--- src/design/stscn_pkg.sv ---
// Shared types and result codes of the source token scanner.
`default_nettype none
package stscn_pkg;

  // Token kinds
  localparam logic [3:0] K_NUMBER  = 4'd0;
  localparam logic [3:0] K_NAME    = 4'd1;
  localparam logic [3:0] K_TYPE    = 4'd2;
  localparam logic [3:0] K_FUNC    = 4'd3;
  localparam logic [3:0] K_BRACKET = 4'd4;
  localparam logic [3:0] K_STRING  = 4'd5;
  localparam logic [3:0] K_ASSIGN  = 4'd6;
  localparam logic [3:0] K_DONE    = 4'd7;
  localparam logic [3:0] K_ERROR   = 4'd8;

  // Error codes
  localparam logic [2:0] ERR_NONE      = 3'd0;
  localparam logic [2:0] ERR_NUM_ALPHA = 3'd1;
  localparam logic [2:0] ERR_OPEN_BRK  = 3'd2;
  localparam logic [2:0] ERR_OPEN_STR  = 3'd3;
  localparam logic [2:0] ERR_BAD_CHAR  = 3'd4;

  // Most results one byte can cause
  localparam int MAX_RES = 3;

  typedef struct packed {
    logic [7:0] ch;
    logic       end_of_input;
  } in_item_t;

  typedef struct packed {
    logic [3:0]  kind;
    logic [2:0]  error_code;
    logic [15:0] start_offset;
    logic [15:0] token_length;
    logic [15:0] line_number;
    logic        final_res;
  } out_item_t;

  // Results of one byte, slot 0 first
  typedef struct packed {
    logic [1:0]                cnt;
    out_item_t [MAX_RES-1:0]   item;
  } batch_t;

endpackage
`default_nettype wire

--- src/design/source_token_scanner.sv ---
// Top level of the source token scanner: input register, scan core, result buffer.
//
// Usage:
//   in_valid/in_stall/in_data carry one source byte per transfer, with
//   end_of_input set on the final byte of a source. out_valid/out_stall/
//   out_data carry token results: kind, error code, start offset, length,
//   line, and final_res on the closing done result of each source.
//   Path: a byte waits in the input register, is scanned by the core as it
//   moves into the result buffer, and its first result is offered on out_data.
//   Throughput: one byte per cycle while out_stall is low and each byte
//   causes at most one result. A byte that causes k results (k up to 3)
//   holds the input until all k have left, as the result buffer hands out
//   one result per transfer. Bytes with no result leave no later byte held.
//   Reset (rst_n low, synchronous) empties the input register and result
//   buffer and returns the scanner to idle at offset 0, line 1. After each
//   done result the scanner restarts the same way.
//   When the receiver stalls, the current result holds steady; the input
//   register keeps one byte and in_stall rises once it cannot move on.
`default_nettype none
module source_token_scanner #(
  parameter int OFFSET_BITS = 16,
  parameter int LINE_BITS   = 16
) (
  input  logic                 clk,
  input  logic                 rst_n,
  input  logic                 in_valid,
  output logic                 in_stall,
  input  stscn_pkg::in_item_t  in_data,
  output logic                 out_valid,
  input  logic                 out_stall,
  output stscn_pkg::out_item_t out_data
);
  import stscn_pkg::*;

  in_item_t in_r;
  logic     in_vld_r;
  logic     buf_ready;
  logic     advance;
  batch_t   batch;

  // Byte in the input register moves into the scan core when the buffer frees
  assign advance  = in_vld_r && buf_ready;
  assign in_stall = in_vld_r && !buf_ready;

  always_ff @(posedge clk) begin
    if (in_valid && !in_stall) begin
      in_r <= in_data;
    end
  end

  always_ff @(posedge clk) begin
    if (!rst_n) begin
      in_vld_r <= 1'b0;
    end else if (in_valid && !in_stall) begin
      in_vld_r <= 1'b1;
    end else if (advance) begin
      in_vld_r <= 1'b0;
    end
  end

  stscn_core #(
    .OFFSET_BITS (OFFSET_BITS),
    .LINE_BITS   (LINE_BITS)
  ) u_core (
    .clk   (clk),
    .rst_n (rst_n),
    .item  (in_r),
    .fire  (advance),
    .batch (batch)
  );

  stscn_outbuf u_outbuf (
    .clk       (clk),
    .rst_n     (rst_n),
    .batch     (batch),
    .load      (advance),
    .ready     (buf_ready),
    .out_valid (out_valid),
    .out_stall (out_stall),
    .out_data  (out_data)
  );

  // Only the done result closes a source
  a_final_done: assert property (@(posedge clk) disable iff (!rst_n)
    out_valid |-> (out_data.final_res == (out_data.kind == K_DONE)))
    else $error("final_res does not match done kind");

  // Error code is set exactly on error results
  a_err_kind: assert property (@(posedge clk) disable iff (!rst_n)
    out_valid |-> ((out_data.error_code != ERR_NONE) == (out_data.kind == K_ERROR)))
    else $error("error code and kind disagree");

  // Input only stalls with a byte held
  a_stall_held: assert property (@(posedge clk) disable iff (!rst_n)
    in_stall |-> in_vld_r)
    else $error("input stalled with empty register");

  // A scanned byte that ends the source always leaves a result behind
  a_eoi_result: assert property (@(posedge clk) disable iff (!rst_n)
    (advance && in_r.end_of_input) |=> out_valid)
    else $error("end of input produced no result");

endmodule
`default_nettype wire

--- src/design/stscn_core.sv ---
// Per-byte scan state machine: scanner state and result generation.
`default_nettype none
module stscn_core #(
  parameter int OFFSET_BITS = 16,
  parameter int LINE_BITS   = 16
) (
  input  logic               clk,
  input  logic               rst_n,
  input  stscn_pkg::in_item_t item,
  input  logic               fire,
  output stscn_pkg::batch_t  batch
);
  import stscn_pkg::*;

  localparam logic [2:0] M_IDLE    = 3'd0;
  localparam logic [2:0] M_NUMBER  = 3'd1;
  localparam logic [2:0] M_NAME    = 3'd2;
  localparam logic [2:0] M_BRACKET = 3'd3;
  localparam logic [2:0] M_STRING  = 3'd4;
  localparam logic [2:0] M_ERROR   = 3'd5;

  localparam logic [7:0] CH_NUL    = 8'h00;
  localparam logic [7:0] CH_TAB    = 8'h09;
  localparam logic [7:0] CH_LF     = 8'h0A;
  localparam logic [7:0] CH_CR     = 8'h0D;
  localparam logic [7:0] CH_SPACE  = 8'h20;
  localparam logic [7:0] CH_QUOTE  = 8'h22;
  localparam logic [7:0] CH_HASH   = 8'h23;
  localparam logic [7:0] CH_DOLLAR = 8'h24;
  localparam logic [7:0] CH_EQ     = 8'h3D;
  localparam logic [7:0] CH_LBRK   = 8'h5B;
  localparam logic [7:0] CH_RBRK   = 8'h5D;
  localparam logic [7:0] CH_USCORE = 8'h5F;

  localparam logic [1:0] NK_PLAIN  = 2'd0;
  localparam logic [1:0] NK_DOLLAR = 2'd1;
  localparam logic [1:0] NK_HASH   = 2'd2;

  function automatic logic [15:0] sat16(input logic [32:0] v);
    return (|v[32:16]) ? 16'hFFFF : v[15:0];
  endfunction

  function automatic logic is_dig(input logic [7:0] c);
    return (c >= 8'h30) && (c <= 8'h39);
  endfunction

  function automatic logic is_alpha(input logic [7:0] c);
    return ((c >= 8'h41) && (c <= 8'h5A)) || ((c >= 8'h61) && (c <= 8'h7A)) ||
           (c == CH_USCORE);
  endfunction

  function automatic logic is_sep(input logic [7:0] c);
    return (c == CH_SPACE) || (c == CH_QUOTE) || (c == CH_LF) || (c == CH_TAB) ||
           (c == CH_CR) || (c == CH_NUL) || (c == CH_EQ);
  endfunction

  function automatic out_item_t mk(input logic [3:0] kind, input logic [2:0] err,
                                   input logic [15:0] start, input logic [15:0] len,
                                   input logic [15:0] line, input logic fin);
    out_item_t r;
    r.kind         = kind;
    r.error_code   = err;
    r.start_offset = start;
    r.token_length = len;
    r.line_number  = line;
    r.final_res    = fin;
    return r;
  endfunction

  logic [2:0]             mode_r, mode_a, mode_nxt;
  logic [1:0]             nk_r, nk_a, nk_nxt;
  logic [OFFSET_BITS-1:0] start_r, start_a, start_nxt;
  logic [OFFSET_BITS-1:0] off_r, off_a, off_nxt;
  logic [LINE_BITS-1:0]   line_r, line_a, line_nxt;
  logic [OFFSET_BITS-1:0] run_len, dist_end;
  logic                   run_idle, line_inc;
  logic [1:0]             n;
  logic [15:0]            line_old16, line_new16;
  logic [7:0]             c;
  batch_t                 batch_c;

  assign c          = item.ch;
  assign run_len    = (off_r >= start_r) ? off_r - start_r : '0;
  assign line_old16 = sat16(33'(line_r));

  always_comb begin
    mode_a   = mode_r;
    nk_a     = nk_r;
    start_a  = start_r;
    run_idle = 1'b0;
    line_inc = 1'b0;
    n        = 2'd0;
    batch_c  = '0;

    // Byte handling for the current scan mode
    unique case (mode_r)
      M_NUMBER: begin
        if (is_dig(c)) begin
          mode_a = M_NUMBER;
        end else if (is_sep(c)) begin
          batch_c.item[n] = mk(K_NUMBER, ERR_NONE, sat16(33'(start_r)), sat16(33'(run_len)),
                               line_old16, 1'b0);
          n        = n + 2'd1;
          mode_a   = M_IDLE;
          run_idle = 1'b1;
        end else begin
          batch_c.item[n] = mk(K_ERROR, ERR_NUM_ALPHA, sat16(33'(off_r)), 16'd0,
                               line_old16, 1'b0);
          n      = n + 2'd1;
          mode_a = M_ERROR;
        end
      end
      M_NAME: begin
        if (is_sep(c)) begin
          batch_c.item[n] = mk(K_NAME + {2'b00, nk_r}, ERR_NONE, sat16(33'(start_r)),
                               sat16(33'(run_len)), line_old16, 1'b0);
          n        = n + 2'd1;
          mode_a   = M_IDLE;
          run_idle = 1'b1;
        end
      end
      M_BRACKET: begin
        if (c == CH_RBRK) begin
          batch_c.item[n] = mk(K_BRACKET, ERR_NONE, sat16(33'(start_r) + 33'd1),
                               (run_len == '0) ? 16'd0 : sat16(33'(run_len) - 33'd1),
                               line_old16, 1'b0);
          n      = n + 2'd1;
          mode_a = M_IDLE;
        end else if (c == CH_NUL) begin
          batch_c.item[n] = mk(K_ERROR, ERR_OPEN_BRK, sat16(33'(start_r)), 16'd0,
                               line_old16, 1'b0);
          n      = n + 2'd1;
          mode_a = M_ERROR;
        end else if (c == CH_LF) begin
          line_inc = 1'b1;
        end
      end
      M_STRING: begin
        if (c == CH_QUOTE) begin
          batch_c.item[n] = mk(K_STRING, ERR_NONE, sat16(33'(start_r)),
                               sat16(33'(run_len) + 33'd1), line_old16, 1'b0);
          n      = n + 2'd1;
          mode_a = M_IDLE;
        end else if (c == CH_NUL) begin
          batch_c.item[n] = mk(K_ERROR, ERR_OPEN_STR, sat16(33'(start_r)), 16'd0,
                               line_old16, 1'b0);
          n      = n + 2'd1;
          mode_a = M_ERROR;
        end else if (c == CH_LF) begin
          line_inc = 1'b1;
        end
      end
      M_IDLE: begin
        run_idle = 1'b1;
      end
      default: begin
        mode_a = mode_r;
      end
    endcase

    // Byte seen outside any token, also the separator that closed one
    if (run_idle) begin
      priority if ((c == CH_SPACE) || (c == CH_CR)) begin
        mode_a = M_IDLE;
      end else if (c == CH_LF) begin
        line_inc = 1'b1;
      end else if (c == CH_EQ) begin
        batch_c.item[n] = mk(K_ASSIGN, ERR_NONE, sat16(33'(off_r)), 16'd1,
                             line_old16, 1'b0);
        n = n + 2'd1;
      end else if (is_dig(c)) begin
        mode_a  = M_NUMBER;
        start_a = off_r;
      end else if (is_alpha(c) || (c == CH_DOLLAR) || (c == CH_HASH)) begin
        mode_a  = M_NAME;
        start_a = off_r;
        nk_a    = (c == CH_DOLLAR) ? NK_DOLLAR : (c == CH_HASH) ? NK_HASH : NK_PLAIN;
      end else if (c == CH_LBRK) begin
        mode_a  = M_BRACKET;
        start_a = off_r;
      end else if (c == CH_QUOTE) begin
        mode_a  = M_STRING;
        start_a = off_r;
      end else begin
        batch_c.item[n] = mk(K_ERROR, ERR_BAD_CHAR, sat16(33'(off_r)), 16'd0,
                             line_old16, 1'b0);
        n      = n + 2'd1;
        mode_a = M_ERROR;
      end
    end

    line_a = (line_inc && (line_r != '1)) ? line_r + 1'b1 : line_r;
    off_a  = (off_r != '1) ? off_r + 1'b1 : off_r;

    // Length and line as seen after this byte
    dist_end   = (off_a >= start_a) ? off_a - start_a : '0;
    line_new16 = sat16(33'(line_a));

    mode_nxt  = mode_a;
    nk_nxt    = nk_a;
    start_nxt = start_a;
    off_nxt   = off_a;
    line_nxt  = line_a;

    // End of input: pending token (or open error), then the total
    if (item.end_of_input) begin
      unique case (mode_a)
        M_NUMBER: begin
          batch_c.item[n] = mk(K_NUMBER, ERR_NONE, sat16(33'(start_a)),
                               sat16(33'(dist_end)), line_new16, 1'b0);
          n = n + 2'd1;
        end
        M_NAME: begin
          batch_c.item[n] = mk(K_NAME + {2'b00, nk_a}, ERR_NONE, sat16(33'(start_a)),
                               sat16(33'(dist_end)), line_new16, 1'b0);
          n = n + 2'd1;
        end
        M_BRACKET: begin
          batch_c.item[n] = mk(K_ERROR, ERR_OPEN_BRK, sat16(33'(start_a)), 16'd0,
                               line_new16, 1'b0);
          n = n + 2'd1;
        end
        M_STRING: begin
          batch_c.item[n] = mk(K_ERROR, ERR_OPEN_STR, sat16(33'(start_a)), 16'd0,
                               line_new16, 1'b0);
          n = n + 2'd1;
        end
        default: begin
          n = n;
        end
      endcase
      batch_c.item[n] = mk(K_DONE, ERR_NONE, sat16(33'(off_a)), 16'd0, line_new16, 1'b1);
      n = n + 2'd1;
      mode_nxt  = M_IDLE;
      nk_nxt    = NK_PLAIN;
      start_nxt = '0;
      off_nxt   = '0;
      line_nxt  = LINE_BITS'(1);
    end
    batch_c.cnt = n;
  end

  assign batch = batch_c;

  always_ff @(posedge clk) begin
    if (!rst_n) begin
      mode_r  <= M_IDLE;
      nk_r    <= NK_PLAIN;
      start_r <= '0;
      off_r   <= '0;
      line_r  <= LINE_BITS'(1);
    end else if (fire) begin
      mode_r  <= mode_nxt;
      nk_r    <= nk_nxt;
      start_r <= start_nxt;
      off_r   <= off_nxt;
      line_r  <= line_nxt;
    end
  end

endmodule
`default_nettype wire

--- src/design/stscn_outbuf.sv ---
// Result buffer: holds one byte's results and hands them out one per transfer.
`default_nettype none
module stscn_outbuf (
  input  logic                 clk,
  input  logic                 rst_n,
  input  stscn_pkg::batch_t    batch,
  input  logic                 load,
  output logic                 ready,
  output logic                 out_valid,
  input  logic                 out_stall,
  output stscn_pkg::out_item_t out_data
);
  import stscn_pkg::*;

  out_item_t [MAX_RES-1:0] slot_r, slot_nxt;
  logic [1:0]              cnt_r, cnt_nxt;
  logic                    pop;

  assign out_valid = (cnt_r != 2'd0);
  assign out_data  = slot_r[0];
  assign pop       = out_valid && !out_stall;
  // Free for a new batch once the last waiting result leaves
  assign ready     = (cnt_r == 2'd0) || ((cnt_r == 2'd1) && pop);

  always_comb begin
    slot_nxt = slot_r;
    cnt_nxt  = cnt_r;
    if (load) begin
      slot_nxt = batch.item;
      cnt_nxt  = batch.cnt;
    end else if (pop) begin
      slot_nxt = {slot_r[MAX_RES-1], slot_r[MAX_RES-1:1]};
      cnt_nxt  = cnt_r - 2'd1;
    end
  end

  always_ff @(posedge clk) begin
    slot_r <= slot_nxt;
  end

  always_ff @(posedge clk) begin
    if (!rst_n) begin
      cnt_r <= 2'd0;
    end else begin
      cnt_r <= cnt_nxt;
    end
  end

endmodule
`default_nettype wire
--- config.mk ---
export PLATFORM = sky130hd
export DESIGN_NAME = source_token_scanner
export DESIGN_NICKNAME = d
export VERILOG_FILES = /design/src/design/stscn_pkg.sv /design/src/design/source_token_scanner.sv /design/src/design/stscn_core.sv /design/src/design/stscn_outbuf.sv
export SDC_FILE = /design/constraint.sdc
export NUM_CORES = 1
export LEC_CHECK = 0
export ABC_AREA = 0
export BUFFER_PORTS_ARGS = -buffer_cell sky130_fd_sc_hd__buf_4
export CORE_MARGIN = 10
export CORE_UTILIZATION = 45
export DETAILED_ROUTE_END_ITERATION = 10
export GPL_ROUTABILITY_DRIVEN = 0
export PLACE_DENSITY_LB_ADDON = 0.2
export REMOVE_ABC_BUFFERS = 1
export SLEW_MARGIN = 25
export SYNTH_ARGS = -nofsm -noshare
export SYNTH_HDL_FRONTEND = slang
export SYNTH_SLANG_ARGS = --single-unit
export TNS_END_PERCENT = 50
--- constraint.sdc ---
create_clock -name clk -period 17.3 [get_ports clk]
set_clock_uncertainty 0.2 [all_clocks]
set_input_delay 1.73 -clock clk [delete_from_list [all_inputs] [get_ports clk]]
set_output_delay 1.73 -clock clk [all_outputs]
set_load 0.03 [all_outputs]
==> results of run 1 <==
-- cells in the mapped netlist (8+ instances only) --
master	number	share of area, %
a211oi_1	18	0.81
a21o_1	21	0.95
a21oi_1	101	3.0
a221o_1	15	0.90
a221oi_1	16	0.84
a22o_1	8	0.42
a22oi_1	60	2.7
a2bb2oi_1	12	0.63
a31oi_1	19	0.72
and2_1	27	1.0
and3_1	18	0.68
buf_2	17	0.51
buf_4	60	2.7
clkbuf_1	103	2.3
dfxtp_1	56	6.8
edfxtp_1	175	32
ha_1	49	3.7
inv_1	58	1.3
mux2i_1	17	1.0
nand2_1	191	4.3
nand2b_1	25	0.94
nand3_1	63	1.9
nand4_1	20	0.75
nor2_1	187	4.2
nor2b_1	53	2.0
nor3_1	48	1.4
o211ai_1	9	0.41
o21a_1	16	0.72
o21ai_0	123	3.7
o21ai_1	23	0.69
o22ai_1	20	0.75
or2_2	9	0.34
or3_1	11	0.41
xnor2_1	40	2.1
xor2_1	28	1.5
-- power by group through the flow --
| stage | logic, mW | clock network (mW) | registers (mW) |
|---|---|---|---|
| detailed placement | 0.608 | 0 | 0.760 |
| global route | 0.660 | 0.696 | 0.756 |
| global placement | 0.602 | 0 | 0.758 |
| CTS | 0.611 | 0.676 | 0.749 |
| finish | 0.618 | 0.670 | 0.749 |
| floorplan | 0.314 | 0 | 0.835 |
-- layout make-up --
class / instances / area share, %
Sequential cell: 231 / 35.4
Tap cell: 468 / 3.25
Clock buffer: 35 / 4.14
Inverter: 59 / 1.24
Clock inverter: 15 / 1.60
Timing Repair Buffer: 93 / 3.91
Antenna cell: 1 / 0.0139
Multi-Input combinational cell: 1431 / 50.5
-- cell families after synthesis --
| kind of cell | count (synthesis) | synth area share (%) |
|---|---|---|
| simple gates | 709 | 21.0 |
| mux | 29 | 1.84 |
| fa+ha+maj | 51 | 3.93 |
| compound gates | 574 | 24.1 |
| buf+inv | 247 | 7.16 |
| xor+xnor | 68 | 3.59 |
| flops | 231 | 38.4 |
-- worst paths after layout --
path | startpoint | endpoint | cells past startpoint
min reg2reg | u_outbuf.cnt_r[1]$_SDFFE_PN0P_ | u_outbuf.cnt_r[1]$_SDFFE_PN0P_ | 1
max | in_r[3]$_DFFE_PP_ | u_outbuf.out_data[4]$_DFFE_PP_ | 20
min | u_outbuf.cnt_r[1]$_SDFFE_PN0P_ | u_outbuf.cnt_r[1]$_SDFFE_PN0P_ | 1
max reg2reg | in_r[3]$_DFFE_PP_ | u_outbuf.out_data[4]$_DFFE_PP_ | 20
-- layer usage --
layer  up-vias  GRT usage [%]  routed length [um]
met1      7253           30.5               23100
met2       744           38.2               25400
met4         0           9.42                1950
li1       6869              -                   -
met3       134           3.24                3970
met5         -              0                   0
-- worst reg2reg max path, delay by kind of cell, from the launching register on --
| kind | cells | cell delay, ns |
|---|---|---|
| and+or+nand+nor | 7 | 2.31 |
| AOI/OAI and AO/OA | 6 | 1.89 |
| adders and majority gates | 3 | 0.82 |
| buffers and inverters | 3 | 0.73 |
| DFF | 1 | 0.55 |
| muxes | 1 | 0.35 |
-- flip-flops by register name, indices dropped and copies added, names as in the netlist, 3 cells and up --
register           count
u_core.mode_r          3
u_core.off_r          16
u_outbuf.slot_r      110
in_r                   9
u_core.start_r        16
u_outbuf.out_data     56
u_core.line_old16     16
-- stage by stage --
| step | util, % | power, mW | hold slack (ns) | setup WS [ns] | cell area, um^2 |
|---|---|---|---|---|---|
| detailed placement | 46.5 | 1.37 | 0.313 | 10.31 | 17000 |
| CTS | 49.3 | 2.04 | 0.321 | 10.33 | 18000 |
| floorplan | - | 1.15 | 0.272 | 7.76 | 15600 |
| global placement | 46.5 | 1.36 | 0.283 | 10.52 | 17000 |
| global route | 49.4 | 2.11 | 0.341 | 9.86 | 18000 |
| finish | 49.4 | 2.04 | 0.316 | 10.19 | 18000 |
==> summary.md, run 1 <==
| Metric | Value |
|---|---|
| F_max | `141 MHz` |
| Post-detailed-route count of antenna-violating nets | `0` |
| Period minus WS final | `7.11 ns` |
| Cell Area, Synth | `0.0166 mm^2` |
| Outcome | `finished, final reports clean` |
| Final hold vios | `0` |
| Via Count | `15000` |
| Fraction of layout cells with a size suffix above 1 | `11.3%` |
| Startpoint Class | `register` |
| Top delay family on crit path | `simple AND/OR/NAND/NOR gates` |
| Core area | `0.0365 mm^2` |
| Vias in the first global route | `14400` |
| Die Footprint | `0.0450 mm^2` |
| CTS tree | `yes` |
| Sequential area share after synthesis | `38.4%` |
| Non-Filler Instances | `2333` |
| Critical Path RT | `17.40 ns` |
| # fillers | `3474` |
| I/O pins | `71` |
| Largest net degree at the start of global routing | `102` |
| Sum of negative setup slack | `0 ns` |
| Net Sw Frac | `35.3%` |
| Most frequent cells in the layout | `191 x nand2_1, 185 x nor2_1, 175 x edfxtp_1` |
| Most common cell after layout, fill and taps aside | `nand2_1` |
| Clk network pwr share | `32.9%` |
| Worst EP arrival | `7.21 ns` |
| Slew Viols, Final | `0` |
| RSZ-0062 raised after global routing | `no` |
| Crit Path Category | `reg2reg` |
| Routed WL | `54.4 mm` |
| DR vias/cell | `6.43` |
| Clk buf depth | `3` |
| NumNets Final | `1907` |
| Post-synth EDFFs | `175` |
| Dpl hpwl | `37.3 mm` |
| Max_slew headroom | `29.7%` |
| Register cell area after layout | `0.00638 mm^2` |
| CTS Root Cell | `clkbuf_16` |
| Max cap viols | `0` |
| Synth Flop Type | `edfxtp_1` |
| Total grt overflow | `0` |
| Skew-Pair Late Insertion Delay | `0.57 ns` |
| Clk slew on worst S/H paths | `0.06 ns` |
| CP Max Fanout | `28` |
| Syn Inst Count | `1909` |
| Initial Util | `45.5%` |
| First-pass GRT wire length | `83.8 mm` |
| Endpoints failing setup | `0` |
| Crit path largest cell delay | `0.66 ns` |
| Distinct cells, synth | `110` |
| Starting DRT DRC Count | `1828` |
| Layout-stage area growth over the synthesis result | `8.56%` |
| Sink Count | `231` |
| Buf/Inv on CP | `3` |
| Setup Fix Bufs, Post-CTS | `0` |
| IO Port Bufs | `70` |
| VDD IR max | `102 uV` |
| CP endpoint kind | `register` |
| Cell mode on critical path | `ha_1` |
| Hold Crit Class | `reg2reg` |
| Cts repair resizes | `0` |
| Initial antenna violation count | `1` |
| Drt first pass iters | `6` |
| Leakage | `6.42 nW` |
| Sequential share of power | `36.8%` |
| R2r setup slk | `10.19 ns` |
| Synth warn | `0` |
| Comb power frac | `30.4%` |
| Die X | `212 um` |
| Dpl cells | `2282` |
| Footprint of the multi-input gates | `0.00910 mm^2` |
| GR Util All Layers | `23.3%` |
| Internal | `1.32 mW` |
| Drt wl/cell | `23.3 um` |
| Clock H-tree levels | `1` |
| Total CTS buffers | `27` |
| Drt drc | `0` |
| Slowest CP cell | `or2_0` |
| Worst-margin pin slew | `1.05 ns` |
| Critical-path cell list | `nor4_4 > nand3_1 > or2_0 > a21oi_1 > nor3_4 > ha_1 > or3_1 > a221oi_2 > inv_1 > ha_1 > nand2_1 > o21a_1 > ha_1 > buf_4 > and2_1 > a211oi_4 > buf_4 > mux2_1 > a21oi_1 > o21ai_1` |
| Flops & latches, synth | `231` |
| Cell Pwr Density | `113 mW/mm^2` |
| Post-synth ARST share | `0%` |
| Switch Pwr | `720 uW` |
| Avg Synthesized Cell Area | `8.70 um^2` |
| Core Rows | `70` |
| Chip height | `212 um` |
| Hold-fix buffers, CTS | `0` |
| Tcrit/Tclk final | `41.1%` |
Note: power is estimated with default switching activity, not from simulation.
==> run 2, diff against run 1 <==
- clock period: 17.3 -> 7.2 ns (I/O delays scaled with it)
==> summary.md, run 2 (synthesis gave the netlist of run 1 again) <==
| Metric | Value |
|---|---|
| Outcome | `finished, final reports clean` |
| Slew Viols, Final | `0 (unchanged)` |
| IO Port Bufs | `70 (unchanged)` |
| Via Count | `15000 (-0.087%)` |
| Grt peak-use layer | `met2` |
| DR vias/cell | `6.40 (-0.47%)` |
| Net Sw Frac | `36.5% (+1.1 points)` |
| Biggest register | `u_outbuf.slot_r` |
| Drt first pass iters | `6 (unchanged)` |
| Switch Pwr | `1.73 mW (+140%)` |
| GR Util All Layers | `23.3% (about the same)` |
| Clk network pwr share | `30.3% (-2.6 points)` |
| VDD IR max | `260 uV (+150%)` |
| Critical Path RT | `7.37 ns (-10.03 ns)` |
| Chip height | `212 um (unchanged)` |
| Hold Crit Class | `in2reg` |
| Antenna cell count | `0 (-1)` |
| CP Max Fanout | `14 (-50%)` |
| Clk buf depth | `3 (unchanged)` |
| Leakage | `6.42 nW (about the same)` |
| Max_slew headroom | `27.4% (-2.4 points)` |
| Clock H-tree levels | `1 (unchanged)` |
| Dpl cells | `2291 (+0.39%)` |
| Post-detailed-route count of antenna-violating nets | `0 (unchanged)` |
| Final hold vios | `0 (unchanged)` |
| Drt wl/cell | `23.1 um (-0.88%)` |
| First-pass GRT wire length | `83.2 mm (-0.65%)` |
| Sequential share of power | `37.9% (+1.1 points)` |
| Core Rows | `70 (unchanged)` |
| Comb power frac | `31.9% (+1.5 points)` |
| Tcrit/Tclk final | `91.2% (+50 points)` |
| Cell Pwr Density | `263 mW/mm^2 (+130%)` |
| Dpl hpwl | `37.4 mm (+0.46%)` |
| R2R depth | `17 (-15%)` |
| Number of flip-flops in the largest register | `110 (unchanged)` |
| Hold-fix buffers, CTS | `0 (unchanged)` |
| Met2 Use GR | `37.3% (-0.88 points)` |
| Routing usage on met3 | `3.25% (+0.015 points)` |
| Initial Util | `45.5% (unchanged)` |
| Skew-Pair Late Insertion Delay | `0.57 ns (about the same)` |
| Largest net degree at the start of global routing | `92 (-9.8%)` |
| Die X | `212 um (unchanged)` |
| Fin worst setup slack | `0.632 ns (-9.56 ns)` |
| Period minus WS final | `6.57 ns (-0.540 ns)` |
| CTS Root Cell | `clkbuf_16` |
| Die Footprint | `0.0450 mm^2 (unchanged)` |
| Slowest CP cell | `nor2_1` |
| Fraction of layout cells with a size suffix above 1 | `11.6% (+0.37 points)` |
| Core area | `0.0365 mm^2 (unchanged)` |
| CTS tree | `yes` |
| Internal | `3.01 mW (+130%)` |
| F_max | `152 MHz (+8.2%)` |
| Drt drc | `0 (unchanged)` |
| Non-Filler Instances | `2342 (+0.39%)` |
| I/O pins | `71 (unchanged)` |
| Vias in the first global route | `14000 (-2.3%)` |
| Worst EP arrival | `6.74 ns (-0.47 ns)` |
| Most frequent cells in the layout | `191 x nand2_1, 186 x nor2_1, 175 x edfxtp_1` |
| Max cap viols | `0 (unchanged)` |
| Starting DRT DRC Count | `1779 (-2.7%)` |
| Most common cell after layout, fill and taps aside | `nand2_1` |
| Place WS | `0.775 ns (-9.53 ns)` |
| Layout-stage area growth over the synthesis result | `8.26%` |
| # fillers | `3466 (-0.23%)` |
| CP endpoint kind | `register` |
| Crit path largest cell delay | `0.73 ns (+0.07 ns)` |
| Worst-margin pin slew | `1.09 ns (+0.0338 ns)` |
| RSZ-0062 raised after global routing | `no` |
| Setup Fix Bufs, Post-CTS | `0 (unchanged)` |
| Startpoint Class | `register` |
| Routed WL | `54.1 mm (-0.50%)` |
| Critical-path cell list | `nor4_4 > nand3_1 > or2_0 > buf_4 > a21oi_1 > nor3_4 > ha_1 > or3_1 > a221oi_2 > inv_1 > ha_1 > nand2_1 > o21a_1 > ha_1 > nor2_1 > nand4_1 > o21ai_0` |
| Sink Count | `231 (unchanged)` |
| Worst hold slack | `0.140 ns (-0.176 ns)` |
| WHS Path Cells | `1 (unchanged)` |
| Crit Path Category | `reg2reg` |
| Total Power | `4.74 mW (+130%)` |
| NumNets Final | `1917 (+0.52%)` |
| Total grt overflow | `0 (unchanged)` |
| Utilization after layout | `49.2% (-0.14 points)` |
| Total CTS buffers | `27 (unchanged)` |
| Cts repair resizes | `0 (unchanged)` |
| M1 GR Usage | `31.4% (+0.92 points)` |
| Endpoints failing setup | `0 (unchanged)` |
| Initial antenna violation count | `0 (-1)` |
| Cell mode on critical path | `ha_1` |
| Clk slew on worst S/H paths | `0.06 ns (about the same)` |
==> run 2: changes by cell type in the layout (fill, tap and decap cells not counted), moves of 2 or more <==
cell and delta:
buf_4 +11, clkinv_2 +7, bufinv_16 -4, clkbuf_8 -3, buf_2 -2
==> run 2: worst paths after layout <==
kind                                  startpoint                              to  slack, ns
setup / recovery               in_r[1]$_DFFE_PP_   u_outbuf.slot_r[84]$_DFFE_PP_       0.63
hold / removal                        in_data[8]               in_r[8]$_DFFE_PP_       0.14
setup reg to reg               in_r[1]$_DFFE_PP_   u_outbuf.slot_r[84]$_DFFE_PP_       0.63
hold reg to reg   u_outbuf.cnt_r[1]$_SDFFE_PN0P_  u_outbuf.cnt_r[1]$_SDFFE_PN0P_       0.31
==> run 2: worst max-delay path: cells and delay by family (launching register included) <==
family | cells | cell delay [ns]
AND/OR/NAND/NOR | 8 | 3.08
AO/OA/AOI/OAI | 4 | 1.39
adder cells (fa/ha/maj) | 3 | 0.83
flip-flops | 1 | 0.53
buffers and inverters | 2 | 0.33
==> run 2: final cells by class <==
class | instances | area, um^2 | area share (%)
multi-input combinational | 1431 | 9090 | 50.6
clock buffer | 32 | 704 | 3.92
timing repair buffer | 103 | 793 | 4.41
tap | 468 | 586 | 3.26
clock inverter | 18 | 205 | 1.14
sequential | 231 | 6380 | 35.5
inverter | 59 | 224 | 1.25
==> run 2: through the flow <==
step	area, um^2	setup TNS, ns
after global placement	17100	0
after detailed placement	17100	0
final	18000	0
after floorplan	15600	-108.39
after CTS	18000	0
after global routing	18000	0
==> run 2: metal layers <==
layer | routed length (um) | up-vias
met5 | 0 | -
met4 | 1650 | 0
met3 | 4360 | 101
met2 | 25100 | 717
met1 | 23000 | 7268
li1 | - | 6901
==> run 2: power groups by stage <==
stage | Clock (mW) | Sequential, mW | Combinational [mW]
6_report | 1.43 | 1.79 | 1.51
5_1_grt | 1.51 | 1.81 | 1.61
4_1_cts | 1.45 | 1.80 | 1.49
3_5_place_dp | 0 | 1.82 | 1.48
3_3_place_gp | 0 | 1.82 | 1.47
2_1_floorplan | 0 | 2.01 | 0.756
==> run 3, diff against run 2 <==
- CTS_BUF_LIST: not set -> sky130_fd_sc_hd__clkbuf_2
==> summary.md, run 3 (synthesis gave the netlist of run 1 again) <==
| Metric | Value |
|---|---|
| Outcome | `finished, final reports clean` |
| Fraction of layout cells with a size suffix above 1 | `14.3% (+2.7 points)` |
| R2r setup slk | `0.63 ns (about the same)` |
| Final hold vios | `0 (unchanged)` |
| Skew-Pair Late Insertion Delay | `0.97 ns (+0.40 ns)` |
| Worst EP arrival | `7.08 ns (+0.34 ns)` |
| CTS tree | `yes` |
| CP endpoint kind | `register` |
| Worst hold slack | `0.0276 ns (-0.112 ns)` |
| Worst-margin pin slew | `1.07 ns (-0.0113 ns)` |
| Core area | `0.0365 mm^2 (unchanged)` |
| Routed WL | `54.7 mm (+1.1%)` |
| Reg2reg start | `in_r[1]$_DFFE_PP_` |
| Setup Fix Bufs, Post-CTS | `0 (unchanged)` |
| IO Port Bufs | `70 (unchanged)` |
| Critical path destination | `u_outbuf.slot_r[73]$_DFFE_PP_` |
| Utilization after layout | `48.9% (-0.37 points)` |
| Core Rows | `70 (unchanged)` |
| Fin worst setup slack | `0.626 ns (-0.00574 ns)` |
| Cell Pwr Density | `246 mW/mm^2 (-6.7%)` |
| Startpoint Class | `register` |
| RSZ-0062 raised after global routing | `no` |
| GR Util All Layers | `23.7% (+0.38 points)` |
| Starting DRT DRC Count | `1682 (-5.5%)` |
| Slew Viols, Final | `0 (unchanged)` |
| Drt wl/cell | `22.6 um (-2.3%)` |
| Layout-stage area growth over the synthesis result | `7.45%` |
| I/O pins | `71 (unchanged)` |
| Clock H-tree levels | `3 (+2)` |
| Net Sw Frac | `39.7% (+3.3 points)` |
| Total CTS buffers | `66 (+140%)` |
| Clk buf depth | `3 (unchanged)` |
| Critical Path RT | `7.71 ns (+0.34 ns)` |
| CP Max Fanout | `14 (unchanged)` |
| F_max | `152 MHz (about the same)` |
| Drt first pass iters | `6 (unchanged)` |
| R2r endpoint | `u_outbuf.slot_r[73]$_DFFE_PP_` |
| Crit Path Category | `reg2reg` |
| Sequential share of power | `40.9% (+3.0 points)` |
| Post-detailed-route count of antenna-violating nets | `0 (unchanged)` |
| Clk slew on worst S/H paths | `0.10 ns (+0.04 ns)` |
| Number of flip-flops in the largest register | `110 (unchanged)` |
| Max cap viols | `0 (unchanged)` |
| Die X | `212 um (unchanged)` |
| Worst Setup SP | `in_r[1]$_DFFE_PP_` |
| Place WS | `0.775 ns (unchanged)` |
| Design area | `0.0178 mm^2 (-0.74%)` |
| Switch Pwr | `1.74 mW (+0.88%)` |
| Tcrit/Tclk final | `91.3% (about the same)` |
| NumNets Final | `1967 (+2.6%)` |
| Max_slew headroom | `27.9% (+0.51 points)` |
| Period minus WS final | `6.57 ns (+0.00574 ns)` |
| Most frequent cells in the layout | `191 x nand2_1, 185 x nor2_1, 175 x edfxtp_1` |
| Comb power frac | `34.7% (+2.8 points)` |
| Endpoints failing setup | `0 (unchanged)` |
| Hold Crit Class | `in2reg` |
| Dpl hpwl | `37.4 mm (unchanged)` |
| Vias in the first global route | `14400 (+2.5%)` |
| Chip height | `212 um (unchanged)` |
| Die Footprint | `0.0450 mm^2 (unchanged)` |
| VDD IR max | `257 uV (-1.0%)` |
| Initial antenna violation count | `1 (+1)` |
| Leakage | `6.51 nW (+1.5%)` |
| Via Count | `15400 (+2.5%)` |
| DR vias/cell | `6.34 (-0.86%)` |
| First-pass GRT wire length | `84.0 mm (+0.91%)` |
| R2R depth | `17 (unchanged)` |
| Initial Util | `45.5% (unchanged)` |
| Biggest register | `u_outbuf.slot_r` |
| Total grt overflow | `0 (unchanged)` |
| Largest net degree at the start of global routing | `92 (unchanged)` |
| Sink Count | `231 (unchanged)` |
| Most common cell after layout, fill and taps aside | `nand2_1` |
| Cell Area, Placed | `0.0171 mm^2 (unchanged)` |
| # fillers | `3508 (+1.2%)` |
| Drt drc | `0 (unchanged)` |
| Clk network pwr share | `24.5% (-5.8 points)` |
| Internal | `2.64 mW (-12%)` |
| CTS Root Cell | `clkbuf_2` |
[run 3: timing repair]
action / CTS / global route
resized for setup: 0 / 0
endpoints found under the hold margin: 11 / 0
hold buffers: 11 / 0
[run 3: critical path, cell delays in order (launching register included)]
cell      delay [ns]
edfxtp_1        0.54
nor4_4          0.45
nand3_1         0.36
or2_0           0.31
buf_4           0.20
a21oi_1         0.36
nor3_4          0.13
ha_1            0.31
or3_1           0.39
a221oi_2        0.49
inv_1           0.14
ha_1            0.30
nand2_1         0.05
o21a_1          0.16
ha_1            0.23
nor2_1          0.71
nand4_1         0.68
o21ai_0         0.37
[run 3: area by class of cell]
| cell class | instances | area, um^2 | area share [%] |
|---|---|---|---|
| diodes | 1 | 2.50 | 0.0140 |
| clock buffers | 99 | 495 | 2.78 |
| clock inverters | 19 | 153 | 0.855 |
| inverters | 59 | 224 | 1.26 |
| multi-input cells | 1431 | 9090 | 51.0 |
| flip-flops and latches | 231 | 6380 | 35.7 |
| well taps | 468 | 586 | 3.28 |
| repair buffers | 114 | 916 | 5.13 |
[run 3: power groups by stage]
stage	Clock, mW	Sequential (mW)	Combinational, mW
2_1_floorplan	0	2.01	0.756
3_3_place_gp	0	1.82	1.47
3_5_place_dp	0	1.82	1.48
4_1_cts	1.10	1.79	1.49
5_1_grt	1.17	1.81	1.62
6_report	1.07	1.79	1.52
[run 3: routing by layer]
layer / routed length [um] / vias to the layer above / track usage, %
met2: 25300 / 793 / 37.3
met1: 23000 / 7418 / 31.4
li1: - / 7045 / -
met5: 0 / - / 0
met3: 4720 / 110 / 4.24
met4: 1640 / 0 / 9.94
[run 3: per-stage QoR]
stage                     total power, mW  instances  setup TNS (ns)
after floorplan                      2.76       1721         -108.39
after global placement               3.29       2291               0
after detailed placement             3.30       2291               0
after CTS                            4.39       2420               0
after global routing                 4.60       2422               0
final                                4.38       2422               0
[run 3: how the worst min path moves through the flow]
stage                                   startpoint  slack (ns)                               to  cells past startpoint
floorplan           u_outbuf.cnt_r[1]$_SDFFE_PN0P_        0.27   u_outbuf.cnt_r[1]$_SDFFE_PN0P_                      1
global placement    u_outbuf.cnt_r[1]$_SDFFE_PN0P_        0.28   u_outbuf.cnt_r[1]$_SDFFE_PN0P_                      1
detailed placement  u_outbuf.cnt_r[1]$_SDFFE_PN0P_        0.29   u_outbuf.cnt_r[1]$_SDFFE_PN0P_                      1
CTS                                      out_stall        0.15            in_vld_r$_SDFFE_PN0P_                      5
global route                             out_stall       0.006  u_outbuf.out_data[52]$_DFFE_PP_                      2
finish                                   out_stall        0.03  u_outbuf.out_data[54]$_DFFE_PP_                      2
